`config.mk`:
```
export PLATFORM = sky130hd
export DESIGN_NAME = selcall_tone_sequence_generator
export DESIGN_NICKNAME = d
export VERILOG_FILES = /design/src/rtl/selcall_pkg.sv /design/src/rtl/selcall_ram.sv /design/src/rtl/selcall_queue.sv /design/src/rtl/selcall_dds.sv /design/src/rtl/selcall_tone_sequence_generator.sv
export SDC_FILE = /design/constraint.sdc
export NUM_CORES = 2
export LEC_CHECK = 0
export BUFFER_PORTS_ARGS = -buffer_cell sky130_fd_sc_hd__buf_2
export CELL_PAD_IN_SITES_DETAIL_PLACEMENT = 1
export CELL_PAD_IN_SITES_GLOBAL_PLACEMENT = 2
export CORE_MARGIN = 10
export CORE_UTILIZATION = 40
export CTS_BUF_LIST = sky130_fd_sc_hd__clkbuf_4 sky130_fd_sc_hd__clkbuf_8
export DETAILED_ROUTE_END_ITERATION = 7
export PLACE_DENSITY_LB_ADDON = 0.05
export SYNTH_ARGS = -nofsm -noshare
export SYNTH_HDL_FRONTEND = slang
export SYNTH_SLANG_ARGS = --single-unit
```
`constraint.sdc`:
```
create_clock -name clk -period 5.8 [get_ports clk]
set_clock_uncertainty 0.05 [all_clocks]
set_input_delay 0.29 -clock clk [delete_from_list [all_inputs] [get_ports clk]]
set_output_delay 0.29 -clock clk [all_outputs]
set_load 0.005 [all_outputs]
```
`src/rtl/selcall_pkg.sv`:
```
// shared types, constants and the sine table for the selective-calling tone generator
// no dependencies; imported by every module of the block except selcall_ram
`timescale 1ns / 1ps

package selcall_pkg;

    // sizing
    localparam int QUEUE_DEPTH   = 64;
    localparam int QADDR_W       = $clog2(QUEUE_DEPTH);
    localparam int QCNT_W        = $clog2(QUEUE_DEPTH + 1);
    localparam int TONE_SAMPLES  = 560;
    localparam int TONE_CNT_W    = 16;
    localparam int SINE_ENTRIES  = 256;
    localparam int SINE_IDX_W    = $clog2(SINE_ENTRIES);
    localparam int PHASE_W       = 32;
    localparam int CHAR_W        = 8;
    localparam int SAMPLE_W      = 13;
    localparam int TONE_IDX_W    = 5;
    localparam int NUM_TONE_REGS = 7;
    localparam int CFG_DATA_W    = 64;
    localparam int CFG_IDX_W     = 3;

    // word codes
    localparam logic OP_ENQUEUE = 1'b0;
    localparam logic OP_TICK    = 1'b1;

    // configuration register indexes
    localparam logic [CFG_IDX_W-1:0] CFG_DAC_OFFSET = 3'd7;

    // tone indexes
    localparam logic [TONE_IDX_W-1:0] TONE_END    = 5'd11;
    localparam logic [TONE_IDX_W-1:0] TONE_PAGER  = 5'd13;
    localparam logic [TONE_IDX_W-1:0] TONE_REPEAT = 5'd14;
    localparam logic [TONE_IDX_W-1:0] TONE_NONE   = 5'd16;

    // characters with a meaning of their own
    localparam logic [CHAR_W-1:0] CHAR_NEWLINE = 8'h0A;
    localparam logic [CHAR_W-1:0] CHAR_D_UPPER = 8'h44;
    localparam logic [CHAR_W-1:0] CHAR_D_LOWER = 8'h64;
    localparam logic [CHAR_W-1:0] CHAR_ZERO    = 8'h30;
    localparam logic [CHAR_W-1:0] CHAR_NINE    = 8'h39;

    localparam logic signed [SAMPLE_W-1:0] DAC_OFFSET = 13'sd2048;

    typedef logic [NUM_TONE_REGS-1:0][CFG_DATA_W-1:0] tone_regs_t;

    typedef struct packed {
        logic push;
        logic pop;
    } queue_ctrl_t;

    typedef struct packed {
        logic empty;
        logic full;
    } queue_stat_t;

    // round(2000*sin(2*pi*k/256)) for the first quarter wave, k = 0..64
    localparam logic [10:0] QUARTER_SINE [0:64] = '{
        11'd0,    11'd49,   11'd98,   11'd147,  11'd196,  11'd245,  11'd293,  11'd342,
        11'd390,  11'd438,  11'd486,  11'd533,  11'd581,  11'd627,  11'd674,  11'd720,
        11'd765,  11'd810,  11'd855,  11'd899,  11'd943,  11'd986,  11'd1028, 11'd1070,
        11'd1111, 11'd1152, 11'd1191, 11'd1230, 11'd1269, 11'd1306, 11'd1343, 11'd1379,
        11'd1414, 11'd1448, 11'd1482, 11'd1514, 11'd1546, 11'd1577, 11'd1606, 11'd1635,
        11'd1663, 11'd1690, 11'd1715, 11'd1740, 11'd1764, 11'd1786, 11'd1808, 11'd1828,
        11'd1848, 11'd1866, 11'd1883, 11'd1899, 11'd1914, 11'd1928, 11'd1940, 11'd1951,
        11'd1962, 11'd1971, 11'd1978, 11'd1985, 11'd1990, 11'd1995, 11'd1998, 11'd1999,
        11'd2000
    };

    // full-wave sine from the quarter table by folding
    function automatic logic signed [SAMPLE_W-1:0] sine_lookup(
        input logic [SINE_IDX_W-1:0] k
    );
        logic [6:0]  q;
        logic [6:0]  qf;
        logic [10:0] v;
        q  = k[6:0];
        qf = (q > 7'd64) ? 7'(8'd128 - {1'b0, q}) : q;
        v  = QUARTER_SINE[qf];
        return k[7] ? -$signed({2'b00, v}) : $signed({2'b00, v});
    endfunction

    // phase increment of a tone index
    function automatic logic [PHASE_W-1:0] tone_step(
        input logic [TONE_IDX_W-1:0] idx,
        input tone_regs_t            regs
    );
        logic [CFG_DATA_W-1:0] pair;
        logic [PHASE_W-1:0]    step;
        pair = regs[idx[3:1]];
        unique case (idx) inside
            [5'd0:5'd9]:  step = idx[0] ? pair[63:32] : pair[31:0];
            TONE_END:     step = regs[5][31:0];
            TONE_PAGER:   step = regs[5][63:32];
            TONE_REPEAT:  step = regs[6][31:0];
            default:      step = '0;
        endcase
        return step;
    endfunction

endpackage

```
`src/rtl/selcall_ram.sv`:
```
// generic single-port-write, single-port-read ram with registered read data
// no dependencies
`timescale 1ns / 1ps

module selcall_ram #(
    parameter int WIDTH = 8,
    parameter int DEPTH = 64
) (
    input  logic                     clk,
    input  logic                     we,
    input  logic [$clog2(DEPTH)-1:0] waddr,
    input  logic [WIDTH-1:0]         wdata,
    input  logic [$clog2(DEPTH)-1:0] raddr,
    output logic [WIDTH-1:0]         rdata
);

    logic [WIDTH-1:0] mem_reg [0:DEPTH-1];
    logic [WIDTH-1:0] rdata_reg;

    always_ff @(posedge clk)
    begin
        if (we)
        begin
            mem_reg[waddr] <= wdata;
        end
        rdata_reg <= mem_reg[raddr];
    end

    assign rdata = rdata_reg;

endmodule

```
`src/rtl/selcall_queue.sv`:
```
// character ring queue: pointers, fill count and a write-through bypass in front of the ram
// depends on selcall_pkg and selcall_ram
`timescale 1ns / 1ps

module selcall_queue (
    input  logic                           clk,
    input  logic                           rst_n,
    input  selcall_pkg::queue_ctrl_t       ctrl,
    input  logic [selcall_pkg::CHAR_W-1:0] push_char,
    output selcall_pkg::queue_stat_t       stat,
    output logic [selcall_pkg::CHAR_W-1:0] head_char
);
    import selcall_pkg::*;

    logic [QADDR_W-1:0] head_reg, head_next;
    logic [QADDR_W-1:0] tail_reg, tail_next;
    logic [QCNT_W-1:0]  count_reg, count_next;
    logic               bypass_reg;
    logic [CHAR_W-1:0]  bypass_data_reg;
    logic [CHAR_W-1:0]  ram_rdata;
    logic               do_push;
    logic               do_pop;

    assign stat.empty = (count_reg == '0);
    assign stat.full  = (count_reg == QCNT_W'(QUEUE_DEPTH));

    assign do_push = ctrl.push && !stat.full;
    assign do_pop  = ctrl.pop && !stat.empty;

    always_comb
    begin
        head_next  = head_reg;
        tail_next  = tail_reg;
        count_next = count_reg;
        if (do_pop)
        begin
            head_next = (head_reg == QADDR_W'(QUEUE_DEPTH - 1)) ? '0 : head_reg + 1'b1;
        end
        if (do_push)
        begin
            tail_next = (tail_reg == QADDR_W'(QUEUE_DEPTH - 1)) ? '0 : tail_reg + 1'b1;
        end
        if (do_push && !do_pop)
        begin
            count_next = count_reg + 1'b1;
        end
        else if (do_pop && !do_push)
        begin
            count_next = count_reg - 1'b1;
        end
    end

    // read address runs one step ahead so the front entry is ready every cycle
    selcall_ram #(
        .WIDTH (CHAR_W),
        .DEPTH (QUEUE_DEPTH)
    ) u_ram (
        .clk   (clk),
        .we    (do_push),
        .waddr (tail_reg),
        .wdata (push_char),
        .raddr (head_next),
        .rdata (ram_rdata)
    );

    always_ff @(posedge clk or negedge rst_n)
    begin
        if (!rst_n)
        begin
            head_reg   <= '0;
            tail_reg   <= '0;
            count_reg  <= '0;
            bypass_reg <= 1'b0;
        end
        else
        begin
            head_reg   <= head_next;
            tail_reg   <= tail_next;
            count_reg  <= count_next;
            bypass_reg <= do_push && (tail_reg == head_next);
        end
    end

    always_ff @(posedge clk)
    begin
        bypass_data_reg <= push_char;
    end

    assign head_char = bypass_reg ? bypass_data_reg : ram_rdata;

endmodule

```
`src/rtl/selcall_dds.sv`:
```
// tone sequencer and phase accumulator: tone changes, repeat handling and sample forming
// depends on selcall_pkg
`timescale 1ns / 1ps

module selcall_dds (
    input  logic                                   clk,
    input  logic                                   rst_n,
    input  logic                                   tick,
    input  selcall_pkg::tone_regs_t                tone_regs,
    input  logic                                   dac_offset_en,
    input  selcall_pkg::queue_stat_t               qstat,
    input  logic [selcall_pkg::CHAR_W-1:0]         head_char,
    output logic                                   pop,
    output logic signed [selcall_pkg::SAMPLE_W-1:0] sample_now,
    output logic                                   silent_now
);
    import selcall_pkg::*;

    logic [PHASE_W-1:0]    acc_reg, acc_next;
    logic [PHASE_W-1:0]    step_reg, step_next;
    logic [TONE_CNT_W-1:0] count_reg, count_next;
    logic [TONE_IDX_W-1:0] last_reg, last_next;
    logic                  change;
    logic [PHASE_W-1:0]    acc_base;
    logic [TONE_IDX_W-1:0] char_idx;
    logic [TONE_IDX_W-1:0] use_idx;
    logic signed [SAMPLE_W-1:0] sine_val;

    assign change = (count_reg >= TONE_CNT_W'(TONE_SAMPLES));
    assign pop    = tick && change && !qstat.empty;

    // character to tone index: D or d to the pager tone, others clamped to the digit range
    always_comb
    begin
        if (head_char == CHAR_D_UPPER || head_char == CHAR_D_LOWER)
        begin
            char_idx = TONE_PAGER;
        end
        else if (head_char < CHAR_ZERO)
        begin
            char_idx = '0;
        end
        else if (head_char > CHAR_NINE)
        begin
            char_idx = 5'd9;
        end
        else
        begin
            char_idx = {1'b0, head_char[3:0]};
        end
        use_idx = (char_idx == last_reg) ? TONE_REPEAT : char_idx;
    end

    always_comb
    begin
        acc_base  = acc_reg;
        step_next = step_reg;
        last_next = last_reg;
        if (change)
        begin
            if (qstat.empty)
            begin
                acc_base  = '0;
                step_next = '0;
            end
            else if (head_char == CHAR_NEWLINE)
            begin
                step_next = tone_step(TONE_END, tone_regs);
                last_next = TONE_NONE;
            end
            else
            begin
                step_next = tone_step(use_idx, tone_regs);
                last_next = use_idx;
            end
        end
        count_next = change ? '0 : count_reg + 1'b1;
        acc_next   = acc_base + step_next;
    end

    assign sine_val   = sine_lookup(acc_base[PHASE_W-1 -: SINE_IDX_W]);
    assign sample_now = dac_offset_en ? sine_val + DAC_OFFSET : sine_val;
    assign silent_now = (step_next == '0);

    always_ff @(posedge clk or negedge rst_n)
    begin
        if (!rst_n)
        begin
            acc_reg   <= '0;
            step_reg  <= '0;
            count_reg <= '0;
            last_reg  <= TONE_NONE;
        end
        else if (tick)
        begin
            acc_reg   <= acc_next;
            step_reg  <= step_next;
            count_reg <= count_next;
            last_reg  <= last_next;
        end
    end

endmodule

```
`src/rtl/selcall_tone_sequence_generator.sv`:
```
// top level of the selective-calling tone sequence generator
// depends on selcall_pkg, selcall_queue and selcall_dds
`timescale 1ns / 1ps

// Sequential-tone (selcall) generator. Each input word is either an enqueue
// (opcode 0, char_code goes into a 64-entry character queue, dropped when the
// queue is full, no result word) or a sample tick (opcode 1, exactly one result
// word: a 13-bit signed sine sample and a silent flag). One word is taken every
// clock cycle unless a tick waits on a stalled result; a tick passes through the
// input register, and its sample is loaded into the result register. While a
// sample still waits for out_ready, the next word can enter the input register;
// an enqueue then passes on to the queue, a tick waits there. A tone lasts
// 561 ticks, after which the next queued character picks the next tone; an
// empty queue gives silence with the phase cleared. Newline plays the end tone,
// D or d the pager tone, any other character a digit tone, and a tone equal to
// the one before plays the repeat tone. The tone increments and the DAC offset
// enable are written through the cfg port, by the user only while the block is
// idle, not enforced by the block. The queue ram needs no clearing after reset.
module selcall_tone_sequence_generator (
    input  logic                                      clk,
    input  logic                                      rst_n,
    // configuration
    input  logic                                      cfg_we,
    input  logic [selcall_pkg::CFG_IDX_W-1:0]         cfg_index,
    input  logic [selcall_pkg::CFG_DATA_W-1:0]        cfg_data,
    // input words
    input  logic                                      in_valid,
    output logic                                      in_ready,
    input  logic                                      opcode,
    input  logic [selcall_pkg::CHAR_W-1:0]            char_code,
    // result words
    output logic                                      out_valid,
    input  logic                                      out_ready,
    output logic signed [selcall_pkg::SAMPLE_W-1:0]   sample,
    output logic                                      silent
);
    import selcall_pkg::*;

    // configuration registers
    tone_regs_t tone_regs_reg;
    logic       dac_en_reg;

    // input stage
    logic              s1_valid_reg, s1_valid_next;
    logic              s1_op_reg;
    logic [CHAR_W-1:0] s1_char_reg;
    logic              s1_adv;
    logic              in_fire;

    // result stage
    logic                       out_valid_reg, out_valid_next;
    logic signed [SAMPLE_W-1:0] sample_reg;
    logic                       silent_reg;

    // between the parts
    queue_ctrl_t                qctrl;
    queue_stat_t                qstat;
    logic [CHAR_W-1:0]          head_char;
    logic                       tick;
    logic                       pop;
    logic signed [SAMPLE_W-1:0] sample_now;
    logic                       silent_now;

    // config writes: index 7 sets the DAC offset enable, every other index a tone register
    always_ff @(posedge clk or negedge rst_n)
    begin
        if (!rst_n)
        begin
            tone_regs_reg <= '0;
            dac_en_reg    <= 1'b0;
        end
        else if (cfg_we)
        begin
            if (cfg_index == CFG_DAC_OFFSET)
            begin
                dac_en_reg <= cfg_data[0];
            end
            else
            begin
                tone_regs_reg[cfg_index] <= cfg_data;
            end
        end
    end

    // an enqueue always moves on; a tick only when the result register can take it
    assign s1_adv   = s1_valid_reg && (s1_op_reg == OP_ENQUEUE || !out_valid_reg || out_ready);
    assign in_ready = !s1_valid_reg || s1_adv;
    assign in_fire  = in_valid && in_ready;
    assign tick     = s1_adv && (s1_op_reg == OP_TICK);

    assign s1_valid_next = in_fire ? 1'b1 : (s1_adv ? 1'b0 : s1_valid_reg);

    always_ff @(posedge clk or negedge rst_n)
    begin
        if (!rst_n)
        begin
            s1_valid_reg <= 1'b0;
        end
        else
        begin
            s1_valid_reg <= s1_valid_next;
        end
    end

    always_ff @(posedge clk)
    begin
        if (in_fire)
        begin
            s1_op_reg   <= opcode;
            s1_char_reg <= char_code;
        end
    end

    // character queue
    assign qctrl.push = s1_adv && (s1_op_reg == OP_ENQUEUE);
    assign qctrl.pop  = pop;

    selcall_queue u_queue (
        .clk       (clk),
        .rst_n     (rst_n),
        .ctrl      (qctrl),
        .push_char (s1_char_reg),
        .stat      (qstat),
        .head_char (head_char)
    );

    // tone sequencing and sine lookup
    selcall_dds u_dds (
        .clk           (clk),
        .rst_n         (rst_n),
        .tick          (tick),
        .tone_regs     (tone_regs_reg),
        .dac_offset_en (dac_en_reg),
        .qstat         (qstat),
        .head_char     (head_char),
        .pop           (pop),
        .sample_now    (sample_now),
        .silent_now    (silent_now)
    );

    // result register
    assign out_valid_next = tick ? 1'b1 : (out_ready ? 1'b0 : out_valid_reg);

    always_ff @(posedge clk or negedge rst_n)
    begin
        if (!rst_n)
        begin
            out_valid_reg <= 1'b0;
        end
        else
        begin
            out_valid_reg <= out_valid_next;
        end
    end

    always_ff @(posedge clk)
    begin
        if (tick)
        begin
            sample_reg <= sample_now;
            silent_reg <= silent_now;
        end
    end

    assign out_valid = out_valid_reg;
    assign sample    = sample_reg;
    assign silent    = silent_reg;

endmodule

```
# == Yosys cells after proc, flatten, opt, wreduce, memory -nomap -nowiden ==
# Memory sizes are Yosys's and may differ from the RTL's. A register that Yosys moved wholly into a read port is not among the register bits.
# Index checks and enable logic that the tools add are counted.
# W data, S select, Z words.
# classes
n_addsub,9
n_lt_le_gt_ge,10
n_eq_ne,12
mux,35
bitwise,4
n_reduce_logical,31
# ops
op,n
$bwmux W448,1
$bmux W64 S3,1
$demux W64 S3,1
$mux W32,6
$mux W64,2
$pmux W32 S4,1
$add A32 B32 Y32,1
$logic_not A32 Y1,1
$mux W13,2
$mux W11,2
$mux W7,3
$mux W6,3
$add A16 B1 Y16 const B,1
$eq A8 B7 Y1 const B,2
$ge A16 B10 Y1 const B,1
$mux W16,1
$mux W4,4
$eq A5 B4 Y1 const B,3
$add A13 B13 Y13 const B,1
$logic_and A1 B1 Y1,13
$neg A11 Y13,1
$add A6 B1 Y6 const B,2
$eq A6 B6 Y1 const B,2
$eq A8 B4 Y1 const B,1
26 further kinds,45
# word_totals
register_bits,587
ramBits,512
romBits,1408
input_bits,81
output_inout_bits,16
wordCells,126
mem_count,2
# memory_table
name,depth,width,read_ports,rd_clocked_by_memory_dff,wr,line_no,source
(no name shown),128,11,1,0,0,selcall_pkg.sv:79,v = QUARTER_SINE[qf];
u_queue.u_ram.mem_reg,64,8,1,1,1,selcall_ram.sv:17,logic [WIDTH-1:0] mem_reg [0:DEPTH-1];

# == Logic depth before layout (Yosys ltp) ==
# logic_depth
word_depth,15
ltp_mapped,30
mapped_depth_nobuf,26

# == Modules after synthesis ==
# A second synthesis with hierarchy kept.
# unflattened
hier_cells,3571
hier_area_um2,50978.9
# modules_own_cells
mod,n_inst,cells_each,area_per_inst_um2,seq_area_each_um2
selcall_ram,1,940,20166.8,15534.9
selcall_tone_sequence_generator,1,989,18461.5,11976.5
selcall_dds,1,1504,10880.4,2128.3
selcall_queue,1,138,1470.2,660.6

# == Worst setup path before layout ==
# No wires, ideal clock.
# synth_timing
path_type,reg2reg
startpoint,register u_queue.bypass_reg
endpoint,register u_dds.acc_reg[30]
setup_time_ns,0.134
t_arrival_ns,6.106
t_required_ns,5.616
slack_ns,-0.490
stages_incl_launch_ff,30
path_buffers,3
synth_period_minus_slack_ns,6.290
path_cell_list,dfrtp_1 > buf_4 > nand3_1 > a222oi_1 > or3_1 > buf_2 > nand2_1 > a31oi_2 > buf_4 > mux2_2 > o211ai_1 > a21oi_1 > a2111oi_0 > a21oi_1 > a22o_1 > ha_1 > inv_1 > fa_1 > nor2b_1 > o21ai_0 > a21oi_1 > o311a_1 > nor2_1 > o211a_1 > o21ai_0 > a2111oi_0 > o21ai_0 > a31oi_1 > xor2_1 > o21ai_0
# synth_between
elab_chain_len,15
elab_cells_between_ends,26
cone_classes,add/sub (1); order compare (4); eq/ne (7); mux (12); reduce/logical (2)
# synth_lines
item,line_no,source
start: declaration,selcall_queue.sv:18,logic bypass_reg;
start signal: assignment,selcall_queue.sv:80,bypass_reg <= do_push && (tail_reg == head_next);
$mux W8 *,selcall_queue.sv:89,assign head_char = bypass_reg ? bypass_data_reg : ram_rdata;
$gt A8 B6 Y1,selcall_dds.sv:43,else if (head_char > CHAR_NINE)
$mux W4,selcall_dds.sv:43,
$mux W4,selcall_dds.sv:39,else if (head_char < CHAR_ZERO)
$mux W4,selcall_dds.sv:35,if (head_char == CHAR_D_UPPER || head_char == CHAR_D_LOWER)
$eq A4 B5 Y1,selcall_dds.sv:51,use_idx = (char_idx == last_reg) ? TONE_REPEAT : char_idx;
$mux W4,selcall_dds.sv:51,
$bmux W64 S3,selcall_pkg.sv:90,pair = regs[idx[3:1]];
$mux W64 (implied by the code),selcall_pkg.sv:90,
$mux W32,selcall_pkg.sv:92,[5'd0:5'd9]: step = idx[0] ? pair[63:32] : pair[31:0];
$pmux W32 S4,selcall_pkg.sv:91,unique case (idx) inside
$mux W32 *,selcall_dds.sv:66,else if (head_char == CHAR_NEWLINE)
$mux W32 *,selcall_dds.sv:61,if (qstat.empty)
$mux W32 *,selcall_dds.sv:59,if (change)
named net u_dds.step_next[0],selcall_dds.sv:20,"logic [PHASE_W-1:0] step_reg, step_next;"
$add A32 B32 Y32 *,selcall_dds.sv:78,acc_next = acc_base + step_next;
end signal: assignment,selcall_dds.sv:96,acc_reg <= acc_next;
end: declaration,selcall_dds.sv:19,"logic [PHASE_W-1:0] acc_reg, acc_next;"
# Mark *: on every way through the listed nets, which the timed path passes. The rest lies on a longest branch. The select of a mux whose other input is x is not followed.
# A chain may end at the register's enable or synchronous reset.

# == Worst setup path after layout ==
# layout_timing
startpoint,register u_queue.bypass_reg
endpoint,register u_dds.acc_reg[31]
# The elaborated chain is that of the path after synthesis.

==> impl_metrics.env <==
export IMPL_synth_area_um2=49900
export IMPL_clock_sinks=1075
export IMPL_worstPathArrival_ns=6.55
export IMPL_fmax_mhz=173
export IMPL_grt_use_met1=0.329
export IMPL_hpwl_um=117000
export IMPL_rows=129
export IMPL_htreeDepth=4
export IMPL_slew_violations=0
export IMPL_die_y_um=373
export IMPL_min_from="cfg_data[55]"
export IMPL_initial_utilization=0.403
export IMPL_startpoint="u_queue.bypass_reg"
export IMPL_largest_reg_flops=512
export IMPL_syn_nets=4512
export IMPL_p_leak_uw=0.0246
export IMPL_yosysWarnings=0
export IMPL_outcome="complete, no violations"
export IMPL_busiest_layer="met2"
export IMPL_place_congestion=0.920
export IMPL_vias=38400
export IMPL_dr_pass1_iters=5
export IMPL_rr_worst_depth=25
export IMPL_use_met3=0.0392
export IMPL_p_per_area_nw_per_um2=317
export IMPL_cts_buffers=187
export IMPL_async_flop_share=0.487
export IMPL_dieArea_um2=139000
export IMPL_max_clock_path_buffers=3
export IMPL_drt_total_wl_um=179000
export IMPL_hold_violations=0
export IMPL_hp_class="input pin to flop"
export IMPL_cts_tree="yes"
export IMPL_postSynthCellCount=4382
export IMPL_total_power_uw=19400
export IMPL_fin_ws_ns=0.0150
export IMPL_grt_pass1_vias=39800
export IMPL_postRouteAntennaNets=0
export IMPL_clk_latency_ns=0.93
export IMPL_min_to="tone_regs_reg[311]"
export IMPL_synth_area_per_cell_um2=11.4
export IMPL_finalSetupViolations=0
export IMPL_fin_crit_sh=0.997
export IMPL_clk_pin_slew_worst_paths_ns=0.06
export IMPL_vias_per_cell=5.72
export IMPL_grt_max_degree=147
export IMPL_rsz0062_at_grt="yes"
export IMPL_critical_path_class="flop to flop"
export IMPL_critical_path_required_ns=6.57
export IMPL_synth_seq_area_share=0.591
export IMPL_core_um2=124000
export IMPL_portBuffers=96
export IMPL_drt_iter0_drc=2601
export IMPL_wl_per_cell_um=26.7
export IMPL_cts_root_buf="clkbuf_8"
export IMPL_worst_slew_pin_slew_ns=1.04
export IMPL_synth_edf_count=535
export IMPL_relSlewSlack=0.307
export IMPL_whs_ns=0.188
export IMPL_die_w_um=373
export IMPL_synthToLayoutAreaGrowth_pct=22.8
export IMPL_dpl_cell_area_um2=54700
export IMPL_timing_rr_end="u_dds.acc_reg[31]"
export IMPL_drcViolationCount=0
export IMPL_seq_area_um2=29500
export IMPL_antenna_found_initial=11
export IMPL_ios=97
export IMPL_synth_ff_type="edfxtp_1"
export IMPL_gr_total_overflow=0
export IMPL_fin_nets=5048
export IMPL_irDropWorstVdd_mv=0.254
export IMPL_fill_cells=13000
export IMPL_drive_above_1_share=0.291
export IMPL_gr_usage_met2=0.415
export IMPL_ys_ff_latch=1075
export IMPL_cap_viol_max_count=0
export IMPL_ff2ff_setup_slack_ns=0.01
export IMPL_grt_use_total=0.250
export IMPL_cp_end_kind="flop"
export IMPL_cp_start_kind="flop"
export IMPL_netlist_cell_type_count=101
export IMPL_path_max_fanout=6
export IMPL_finalInstanceArea_um2=61200
export IMPL_min_period_ns=5.79
export IMPL_multi_input_area_um2=20100
export IMPL_r2r_start="u_queue.bypass_reg"
export IMPL_whs_path_depth=3
export IMPL_place_ws_ns=-0.870
export IMPL_grt_pass1_wl_um=267000
## worst max-delay path, stage by stage (launching register included)
cell       delay [ns]
dfrtp_2          0.46
nand3b_1         0.22
a222oi_1         0.39
buf_4            0.23
nor3_4           0.06
buf_6            0.14
o211ai_4         0.32
o22ai_2          0.17
a221oi_2         0.31
o211ai_1         0.14
o221ai_2         0.32
buf_4            0.18
o21ai_2          0.06
ha_1             0.35
a211oi_4         0.28
o21ai_2          0.11
a2111o_1         0.47
a211oi_4         0.30
o21ai_2          0.09
a211o_1          0.30
nand2_2          0.10
o2111ai_2        0.11
o211ai_1         0.13
xor2_1           0.20
nand3_1          0.09
o211ai_1         0.11
## worst max path at each step
stage | cells past startpoint | to
after floorplan | 29 | u_dds.acc_reg[30]
after global placement | 25 | u_dds.acc_reg[31]
after detailed placement | 25 | u_dds.acc_reg[31]
after CTS | 28 | u_dds.acc_reg[31]
after global routing | 30 | u_dds.acc_reg[31]
final | 25 | u_dds.acc_reg[31]
## cell usage after synthesis, types with 17 or more instances
master	n	share of area
a22o_1	25	0.0044
a21oi_1	128	0.013
a221o_1	20	0.0040
buf_2	27	0.0027
a211oi_1	27	0.0041
nand2_1	798	0.060
dfrtp_1	523	0.26
nor3_1	37	0.0037
and2_1	37	0.0046
buf_1	25	0.0019
xor2_1	34	0.0060
edfxtp_1	535	0.32
a221oi_1	32	0.0056
o31ai_1	21	0.0032
mux2_2	430	0.097
nand4_1	20	0.0025
nor4_1	23	0.0029
nor2_1	242	0.018
o211ai_1	30	0.0045
a311oi_1	91	0.016
o221ai_1	17	0.0030
and3_1	63	0.0079
a31oi_1	42	0.0053
o21ai_0	154	0.015
inv_1	35	0.0026
nand2b_1	21	0.0026
clkbuf_1	242	0.018
a21o_1	27	0.0041
o22ai_1	19	0.0024
ha_1	47	0.012
xnor2_1	33	0.0058
nand3_1	312	0.031
## per-stage QoR
| stage | setup TNS (ns) | cells | utilization |
|---|---|---|---|
| after global placement | -8.81 | 6214 | 0.442 |
| after CTS | -0.0392 | 6677 | 0.489 |
| after floorplan | -0.00587 | 4382 | - |
| after global routing | -1.23 | 6712 | 0.495 |
| after detailed placement | -10.99 | 6214 | 0.442 |
| final | 0 | 6714 | 0.495 |
## cell usage in the layout, fill, tap and decap left out, types with 89 or more instances in the layout
master / n
dlygate4sd3_1: 91
a21oi_1: 110
mux2_2: 427
buf_2: 95
nor2_1: 234
nand3_1: 308
dfrtp_1: 522
nand2_1: 792
o21ai_0: 133
a311oi_1: 89
clkbuf_8: 224
edfxtp_1: 535
buf_4: 401
## report_power, final
group | internal, µW | total [µW] | switching (µW)
Combinational | 1170 | 2500 | 1330
Clock | 4220 | 7530 | 3310
Sequential | 8810 | 9390 | 579
## layout make-up
| class | count | share of cell area |
|---|---|---|
| timing repair buffer | 644 | 0.0872 |
| clock inverter | 59 | 0.00877 |
| tap | 1637 | 0.0334 |
| inverter | 37 | 0.00243 |
| multi-input combinational | 2973 | 0.328 |
| sequential | 1075 | 0.482 |
| antenna | 5 | 0.000204 |
| clock buffer | 284 | 0.0577 |
## layer usage
layer,vias to the layer above,wire length (µm)
met5,-,41
met4,6,7020
met3,339,8470
met2,990,85700
met1,19800,78200
li1,17200,-
## logic make-up (layout without fill, tap and decap cells)
logic type      Yosys count  after routing  synth area share
compound gates          783            783             0.112
xor+xnor                 68             68            0.0121
fa+ha+maj                50             50            0.0128
buf+inv                 334           1024            0.0261
flops                  1075           1075             0.591
mux                     446            446             0.100
other cells               0              5                 0
simple gates           1626           1626             0.146
## what timing repair did
action,CTS,global route
pin swaps,48,60
setup endpoints to repair,22,19
gates cloned,2,2
resized for setup,106,92
buffers inserted,27,31
hold buffers,92,0
hold endpoints to repair,578,0
Note: power is estimated with default switching activity, not from simulation.
